<file path="src/hw/rtl/gpt_pkg.sv">
package gpt_pkg;

  // Access codes carried by the operation field
  localparam logic OpTrigger = 1'b0;
  localparam logic OpRead    = 1'b1;

  // Configuration register indexes
  localparam logic [1:0] CfgSwapPairs    = 2'd0;
  localparam logic [1:0] CfgInvertValues = 2'd1;
  localparam logic [1:0] CfgMarginLeft   = 2'd2;
  localparam logic [1:0] CfgMarginTop    = 2'd3;

  localparam int StampWidth = 48;
  localparam int PosWidth   = 10;
  localparam int ValWidth   = 9;
  localparam int NumPaddles = 4;

  localparam logic [7:0]          XScale        = 8'd117;
  localparam logic [7:0]          YScale        = 8'd170;
  localparam logic [ValWidth-1:0] PadMaxValue   = 9'd280;
  localparam logic [ValWidth-1:0] PadFull       = 9'd255;
  localparam logic [3:0]          CyclesPerStep = 4'd11;
  localparam logic [7:0]          PadRunning    = 8'h80;
  localparam logic [7:0]          PadDone       = 8'h00;

  typedef logic [StampWidth-1:0] stamp_t;
  typedef logic [PosWidth-1:0]   pos_t;
  typedef logic [ValWidth-1:0]   pad_val_t;
  typedef pad_val_t              pad_array_t [NumPaddles];

  typedef struct packed {
    logic swap_pairs;
    logic invert_values;
  } read_cfg_t;

endpackage

</file>
<file path="src/hw/rtl/gpt_if.sv">
interface gpt_in_if;
  logic                    valid;
  logic                    ready;
  logic                    operation;
  logic [47:0]             cycle_stamp;
  logic [1:0]              paddle_index;
  logic [9:0]              mouse_x;
  logic [9:0]              mouse_y;

  modport source (output valid, operation, cycle_stamp, paddle_index, mouse_x, mouse_y,
                  input ready);
  modport sink   (input valid, operation, cycle_stamp, paddle_index, mouse_x, mouse_y,
                  output ready);
endinterface

interface gpt_out_if;
  logic       valid;
  logic       ready;
  logic [7:0] read_data;

  modport source (output valid, read_data, input ready);
  modport sink   (input valid, read_data, output ready);
endinterface

interface gpt_cfg_if;
  logic       valid;
  logic       ready;
  logic [1:0] index;
  logic [9:0] data;

  modport source (output valid, index, data, input ready);
  modport sink   (input valid, index, data, output ready);
endinterface

</file>
<file path="src/hw/rtl/gpt_axis_scale.sv">
module gpt_axis_scale (
  input  gpt_pkg::pos_t     pos,
  input  gpt_pkg::pos_t     margin,
  input  logic [7:0]        factor,
  output gpt_pkg::pad_val_t value
);
  import gpt_pkg::*;

  logic [PosWidth-1:0]   offset;
  logic [PosWidth+7:0]   product;
  logic [PosWidth-1:0]   scaled;

  // Offset is zero when the position sits at or left of / above the margin
  assign offset  = (pos > margin) ? pos - margin : '0;
  assign product = offset * factor;
  assign scaled  = product[PosWidth+7:8];
  assign value   = (scaled > {1'b0, PadMaxValue}) ? PadMaxValue : scaled[ValWidth-1:0];

endmodule

</file>
<file path="src/hw/rtl/gpt_read_eval.sv">
module gpt_read_eval (
  input  gpt_pkg::read_cfg_t  cfg,
  input  logic [1:0]          paddle_index,
  input  gpt_pkg::stamp_t     cycle_stamp,
  input  gpt_pkg::stamp_t     trigger_time,
  input  gpt_pkg::pad_array_t pad_values,
  output logic [7:0]          read_data
);
  import gpt_pkg::*;

  logic [1:0]                 sel;
  pad_val_t                   raw;
  logic signed [ValWidth:0]   val;      // -25 .. 280
  logic signed [ValWidth+4:0] span;     // val * 11
  logic signed [StampWidth+1:0] end_time;
  logic signed [StampWidth+1:0] now;

  assign sel  = paddle_index ^ {1'b0, cfg.swap_pairs};
  assign raw  = pad_values[sel];
  assign val  = cfg.invert_values ? $signed({1'b0, PadFull}) - $signed({1'b0, raw})
                                  : $signed({1'b0, raw});
  assign span = val * $signed({1'b0, CyclesPerStep});

  assign end_time = $signed({2'b00, trigger_time}) + (StampWidth+2)'(span);
  assign now      = $signed({2'b00, cycle_stamp});

  assign read_data = (now < end_time) ? PadRunning : PadDone;

endmodule

</file>
<file path="src/hw/rtl/game_paddle_timer.sv">
// Game paddle timers. A trigger item latches its cycle stamp and loads the four paddle
// values (paddle 0 from mouse X, paddle 1 from mouse Y, both less their margins, scaled by
// 117/256 and 170/256 and clamped to 280; paddles 2 and 3 to 255); it returns nothing. A
// read item picks a paddle (bit 0 optionally flipped), optionally inverts it to 255 minus
// the value, and returns 0x80 while its stamp is below trigger time + value * 11, else 0x00.
// Rate: one item per cycle unless a read is stalled. A read passes one input register, then
// the scale / compare logic feeding the result register. Trigger state updates as the item
// leaves the input register, so a read right behind a trigger sees the new values.
// Configuration writes are always accepted; write them only while the block is idle.
module game_paddle_timer (
  input  logic clk,
  input  logic rst,
  gpt_in_if.sink    in_ch,
  gpt_out_if.source out_ch,
  gpt_cfg_if.sink   cfg
);
  import gpt_pkg::*;

  // configuration
  read_cfg_t read_cfg;
  pos_t      margin_left;
  pos_t      margin_top;

  // architectural state
  stamp_t     trigger_time;
  pad_array_t pad_values;

  // input register
  logic       s1_valid;
  logic       s1_op;
  stamp_t     s1_stamp;
  logic [1:0] s1_idx;
  pos_t       s1_mx;
  pos_t       s1_my;

  // result register
  logic       out_valid;
  logic [7:0] out_data;

  logic       s1_adv;
  pad_val_t   pad0_next;
  pad_val_t   pad1_next;
  logic [7:0] read_data_next;

  // A trigger never waits on the output side; a read needs a free or draining result slot
  assign s1_adv     = s1_valid && ((s1_op == OpTrigger) || !out_valid || out_ch.ready);
  assign in_ch.ready = !s1_valid || s1_adv;
  assign cfg.ready  = 1'b1;

  assign out_ch.valid     = out_valid;
  assign out_ch.read_data = out_data;

  always_ff @(posedge clk) begin
    if (rst) begin
      read_cfg    <= '0;
      margin_left <= '0;
      margin_top  <= '0;
    end else if (cfg.valid) begin
      case (cfg.index)
        CfgSwapPairs:    read_cfg.swap_pairs    <= cfg.data[0];
        CfgInvertValues: read_cfg.invert_values <= cfg.data[0];
        CfgMarginLeft:   margin_left            <= cfg.data;
        CfgMarginTop:    margin_top             <= cfg.data;
        default: ;
      endcase
    end
  end

  gpt_axis_scale u_scale_x (
    .pos    (s1_mx),
    .margin (margin_left),
    .factor (XScale),
    .value  (pad0_next)
  );

  gpt_axis_scale u_scale_y (
    .pos    (s1_my),
    .margin (margin_top),
    .factor (YScale),
    .value  (pad1_next)
  );

  gpt_read_eval u_read (
    .cfg          (read_cfg),
    .paddle_index (s1_idx),
    .cycle_stamp  (s1_stamp),
    .trigger_time (trigger_time),
    .pad_values   (pad_values),
    .read_data    (read_data_next)
  );

  // input register
  always_ff @(posedge clk) begin
    if (rst) begin
      s1_valid <= 1'b0;
    end else if (in_ch.ready) begin
      s1_valid <= in_ch.valid;
    end
    if (in_ch.ready && in_ch.valid) begin
      s1_op    <= in_ch.operation;
      s1_stamp <= in_ch.cycle_stamp;
      s1_idx   <= in_ch.paddle_index;
      s1_mx    <= in_ch.mouse_x;
      s1_my    <= in_ch.mouse_y;
    end
  end

  // trigger state
  always_ff @(posedge clk) begin
    if (rst) begin
      trigger_time <= '0;
      for (int i = 0; i < NumPaddles; i++) begin
        pad_values[i] <= '0;
      end
    end else if (s1_adv && (s1_op == OpTrigger)) begin
      trigger_time  <= s1_stamp;
      pad_values[0] <= pad0_next;
      pad_values[1] <= pad1_next;
      pad_values[2] <= PadFull;
      pad_values[3] <= PadFull;
    end
  end

  // result register
  always_ff @(posedge clk) begin
    if (rst) begin
      out_valid <= 1'b0;
    end else if (s1_adv && (s1_op == OpRead)) begin
      out_valid <= 1'b1;
    end else if (out_ch.ready) begin
      out_valid <= 1'b0;
    end
    if (s1_adv && (s1_op == OpRead)) begin
      out_data <= read_data_next;
    end
  end

  // a read leaving the input register always lands in the result register
  a_read_lands: assert property (@(posedge clk) disable iff (rst)
    s1_adv && (s1_op == OpRead) |=> out_valid)
    else $error("read item lost between input and result register");

  // a stalled input register keeps its item
  a_s1_hold: assert property (@(posedge clk) disable iff (rst)
    s1_valid && !s1_adv |=> s1_valid && $stable(s1_stamp) && $stable(s1_op))
    else $error("input register dropped a stalled item");

  // mouse-driven paddles never exceed the clamp
  a_clamp: assert property (@(posedge clk) disable iff (rst)
    (pad_values[0] <= PadMaxValue) && (pad_values[1] <= PadMaxValue))
    else $error("paddle value above clamp");

  // fixed paddles hold either their reset value or full scale
  a_fixed_pads: assert property (@(posedge clk) disable iff (rst)
    ((pad_values[2] == '0) || (pad_values[2] == PadFull)) &&
    ((pad_values[3] == '0) || (pad_values[3] == PadFull)))
    else $error("paddle 2 or 3 holds an unexpected value");

endmodule

</file>
<file path="src/flat_wrapper.sv">
// flat-port wrapper written by rule: the top's interface ports become plain ports
module game_paddle_timer_flat import gpt_pkg::*;
  (clk, rst, in_ch_valid, in_ch_operation, in_ch_cycle_stamp, in_ch_paddle_index, in_ch_mouse_x, in_ch_mouse_y, in_ch_ready, out_ch_valid, out_ch_read_data, out_ch_ready, cfg_valid, cfg_index, cfg_data, cfg_ready);
  gpt_in_if in_ch_i ();
  gpt_out_if out_ch_i ();
  gpt_cfg_if cfg_i ();
  input  logic clk;
  input  logic rst;
  input wire logic [$bits(in_ch_i.valid)-1:0] in_ch_valid;
  input wire logic [$bits(in_ch_i.operation)-1:0] in_ch_operation;
  input wire logic [$bits(in_ch_i.cycle_stamp)-1:0] in_ch_cycle_stamp;
  input wire logic [$bits(in_ch_i.paddle_index)-1:0] in_ch_paddle_index;
  input wire logic [$bits(in_ch_i.mouse_x)-1:0] in_ch_mouse_x;
  input wire logic [$bits(in_ch_i.mouse_y)-1:0] in_ch_mouse_y;
  output wire logic [$bits(in_ch_i.ready)-1:0] in_ch_ready;
  output wire logic [$bits(out_ch_i.valid)-1:0] out_ch_valid;
  output wire logic [$bits(out_ch_i.read_data)-1:0] out_ch_read_data;
  input wire logic [$bits(out_ch_i.ready)-1:0] out_ch_ready;
  input wire logic [$bits(cfg_i.valid)-1:0] cfg_valid;
  input wire logic [$bits(cfg_i.index)-1:0] cfg_index;
  input wire logic [$bits(cfg_i.data)-1:0] cfg_data;
  output wire logic [$bits(cfg_i.ready)-1:0] cfg_ready;
  assign in_ch_i.valid = in_ch_valid;
  assign in_ch_i.operation = in_ch_operation;
  assign in_ch_i.cycle_stamp = in_ch_cycle_stamp;
  assign in_ch_i.paddle_index = in_ch_paddle_index;
  assign in_ch_i.mouse_x = in_ch_mouse_x;
  assign in_ch_i.mouse_y = in_ch_mouse_y;
  assign in_ch_ready = in_ch_i.ready;
  assign out_ch_valid = out_ch_i.valid;
  assign out_ch_read_data = out_ch_i.read_data;
  assign out_ch_i.ready = out_ch_ready;
  assign cfg_i.valid = cfg_valid;
  assign cfg_i.index = cfg_index;
  assign cfg_i.data = cfg_data;
  assign cfg_ready = cfg_i.ready;
  game_paddle_timer u_core (.clk(clk), .rst(rst), .in_ch(in_ch_i), .out_ch(out_ch_i), .cfg(cfg_i));
endmodule
</file>
<file path="config.mk">
export PLATFORM = sky130hd
export DESIGN_NAME = game_paddle_timer_flat
export DESIGN_NICKNAME = d
export VERILOG_FILES = /design/src/hw/rtl/gpt_pkg.sv /design/src/hw/rtl/gpt_if.sv /design/src/hw/rtl/gpt_axis_scale.sv /design/src/hw/rtl/gpt_read_eval.sv /design/src/hw/rtl/game_paddle_timer.sv /design/src/flat_wrapper.sv
export SDC_FILE = /design/constraint.sdc
export NUM_CORES = 1
export LEC_CHECK = 0
export ABC_AREA = 1
export BUFFER_PORTS_ARGS = -buffer_cell sky130_fd_sc_hd__buf_2
export CAP_MARGIN = 20
export CORE_UTILIZATION = 40
export CTS_CLUSTER_DIAMETER = 40
export DETAILED_ROUTE_END_ITERATION = 16
export PLACE_DENSITY = 0.6
export SYNTH_ARGS = -nofsm -noshare
export SYNTH_HDL_FRONTEND = slang
export SYNTH_SLANG_ARGS = --single-unit
export TNS_END_PERCENT = 50
</file>
<file path="constraint.sdc">
create_clock -name clk -period 8.6 [get_ports clk]
set_input_delay 0.43 -clock clk [delete_from_list [all_inputs] [get_ports clk]]
set_output_delay 0.43 -clock clk [all_outputs]
set_load 0.1 [all_outputs]
</file>
==> results_dict.tcl <==
set metrics [dict create \
    status "finished clean" \
    ys_async_sr_fraction_pct 0 \
    cts_root_buf "clkbuf_16" \
    ys_seq_area_share_pct 26.4 \
    cpMostUsedCell "nand2_1" \
    drtAntennaViolNets 0 \
    cp_max_fo 10 \
    grt_pass1_wl_mm 62.5 \
    whs_ns 0.124 \
    p_total_uw 4300 \
    fin_util_pct 45.2 \
    critical_path_class "reg2reg" \
    ys.flop_type "dfxtp_1" \
    worstMarginPinSlew_ns 1.01 \
    finalHoldViolCount 0 \
    synthTopCellsByArea "ha_1 (18%), edfxtp_1 (14%), dfxtp_1 (12%)" \
    crit_required_ns 8.84 \
    hpwl_mm 31.2 \
    powerDensity_mw_per_mm2 258 \
    fin_crit_sh_pct 89.5 \
    cts_hold_buf 0 \
    cts_resized 0 \
    yosysWarnings 0 \
    synth_cell_types 56 \
    slew_headroom_pct 32.5 \
    nNetsFinal 2465 \
    worstSkewPairLatency_ns 0.48 \
    ios 99 \
    postCtsSetupBuffers 0 \
    layout.cells.non_filler 2638 \
    htreeDepth 4 \
    grt-ovfl-total 0 \
    area_growth_pct 10.6 \
    cp.arrival_ns 7.94 \
    start_util_pct 40.9 \
    num_vias 13000 \
    power_switching_share_pct 48.0 \
    design.core.area_sq_mm 0.0369 \
    ir_drop_mv 0.145 \
    cts_made_buffers 17 \
    place_congestion 0.937 \
    switchingPower_uw 2070 \
    power_frac_clock_pct 18.2 \
    min_path_type "in2reg" \
    clockBufferDepth 2 \
    clock_sinks 163 \
    max_stage_delay_ns 0.50 \
    r2r_slack_ns 0.90 \
    power_frac_seq_pct 21.0 \
    place_inst 2604 \
    rows 70 \
    crit_path_end_kind "register" \
    synth_most_common_cell "nand2_1" \
    cp_slowest_cell "fa_1" \
    grt_max_degree 72 \
    grt_setup_unrepaired "no" \
    via_per_inst 4.94 \
    fin_setup_tns_ns 0 \
    p_leak_uw 0.00792 \
    chipHeight_microns 196 \
    die_w_microns 196 \
    post-route-drc-count 0 \
    maxCapViolCount 0 \
    synth_common_cells "nand2_1 (368), inv_1 (322), nor2_1 (266)" \
    drt_iter0_drc 565 \
    gr-usage-all-layers_pct 20.4 \
    post-route-min-period_ns 7.70 \
    p_comb_share_pct 60.9 \
    yosysTopAreaCell "ha_1" \
    synthCells 2035 \
    numPortBuffers 90 \
    drt_pre_antenna_iters 5 \
    startpoint_type "register" \
    clk_pin_slew_ns 0.08 \
    first_global_vias 12900 \
    drive_above_1_share_pct 8.91 \
    finalSetupViolCount 0 \
    clock_skew_ns 0.0175 \
    synth_edf_count 72 \
    intPower_uw 2230 \
    syn_avg_cell_area_sq_um 7.41 \
    synth_area_sq_mm 0.0151 \
    cts_tree "yes" \
    antenna_found_initial 4 \
    wirelength_mm 38.2 \
    wl_per_cell_microns 14.5 \
    die-area_sq_mm 0.0385 \
    netlist.area_leader.share_pct 18.1 \
    fmax_mhz 130 \
    final_max_slew_viol_count 0 \
    ys_ff_latch 163 \
]
-- final timing paths --
| check | start | end | depth (start not counted) |
|---|---|---|---|
| max | u_core.s1_idx[0] | u_core.out_ch.read_data[7] | 50 |
| min | in_ch_cycle_stamp[16] | u_core.s1_stamp[16] | 1 |
| max reg2reg | u_core.s1_idx[0] | u_core.out_ch.read_data[7] | 50 |
| min reg2reg | u_core.margin_top[9] | u_core.margin_top[9] | 2 |
-- critical path: cells and delay by family, from the launching register on --
family	cells	cell delay, ns
AOI/OAI and AO/OA	10	1.91
and+or+nand+nor	26	2.44
xor gates and xnor gates	2	0.46
DFF	1	0.38
adders and majority gates	5	1.76
buffers and inverters	7	0.48
-- registers in the layout, indices dropped and copies added (netlist names) --
register                 cells
u_core.s1_my                10
u_core.trigger_time         48
u_core.s1_valid              1
u_core.margin_left          10
u_core.s1_mx                10
u_core.out_ch.read_data      1
u_core.out_ch.valid          1
u_core.s1_stamp             48
u_core.read_cfg              2
u_core.pad_values           19
u_core.s1_idx                2
u_core.s1_op                 1
u_core.margin_top           10
-- metal layers --
metal | vias up | wire [microns] | global-route usage (%)
met3 | 44 | 1300 | 3.44
li1 | 6821 | - | -
met4 | 4 | 727 | 5.90
met2 | 224 | 18700 | 36.3
met1 | 5944 | 17400 | 25.1
met5 | - | 24 | 0
-- layout make-up --
class                      count  area [sq um]
inverter                     330          1240
tap                          504           631
multi-input combinational   1512          9710
antenna                        2          5.00
clock inverter                15           176
timing repair buffer          95           500
clock buffer                  17           425
fill                        3774         20200
sequential                   163          3980
-- metrics by stage --
stage | worst slack, ns | area (sq um)
floorplan | 1.89 | 15100
global placement | 0.961 | 16000
detailed placement | 0.934 | 16100
CTS | 0.904 | 16700
global route | 0.122 | 16700
finish | 0.900 | 16700
-- cells in the final DEF (no fill, tap or decap), types with 5 or more instances in the layout --
| cell type | count |
|---|---|
| inv_8 | 6 |
| nand2_1 | 368 |
| o21ai_2 | 5 |
| a31oi_1 | 22 |
| xnor2_1 | 28 |
| o21a_1 | 10 |
| xor2_1 | 54 |
| nor4_1 | 6 |
| a21oi_1 | 130 |
| o21ai_0 | 141 |
| inv_1 | 319 |
| o21ai_1 | 11 |
| o21bai_1 | 15 |
| fa_1 | 40 |
| inv_2 | 8 |
| a21o_1 | 6 |
| ha_1 | 218 |
| dfxtp_1 | 91 |
| nor3_1 | 21 |
| edfxtp_1 | 72 |
| or2_2 | 5 |
| nor2_1 | 265 |
| clkbuf_16 | 17 |
| nand4_1 | 23 |
| nand2_2 | 12 |
| a21oi_2 | 14 |
| buf_2 | 90 |
| nand3_1 | 66 |
| conb_1 | 8 |
-- kinds of logic (layout without fill, tap and decap cells) --
family                     Yosys count  count (layout)  synth area share, %
other                                2              10               0.0498
xor gates and xnor gates            83              83                 4.87
adders and majority gates          258             258                 23.4
DFF                                163             163                 26.4
AOI/OAI and AO/OA                  374             374                 14.1
and+or+nand+nor                    789             789                 21.8
buffers and inverters              366             457                 9.46
-- power groups by stage --
stage | clock (uW) | combinational (uW) | sequential (uW)
final | 781 | 2620 | 903
after floorplan | 0 | 2080 | 908
after CTS | 803 | 2650 | 903
after global routing | 829 | 3030 | 909
after global placement | 0 | 2590 | 921
after detailed placement | 0 | 2630 | 920
(Power assumes the default switching activity.)
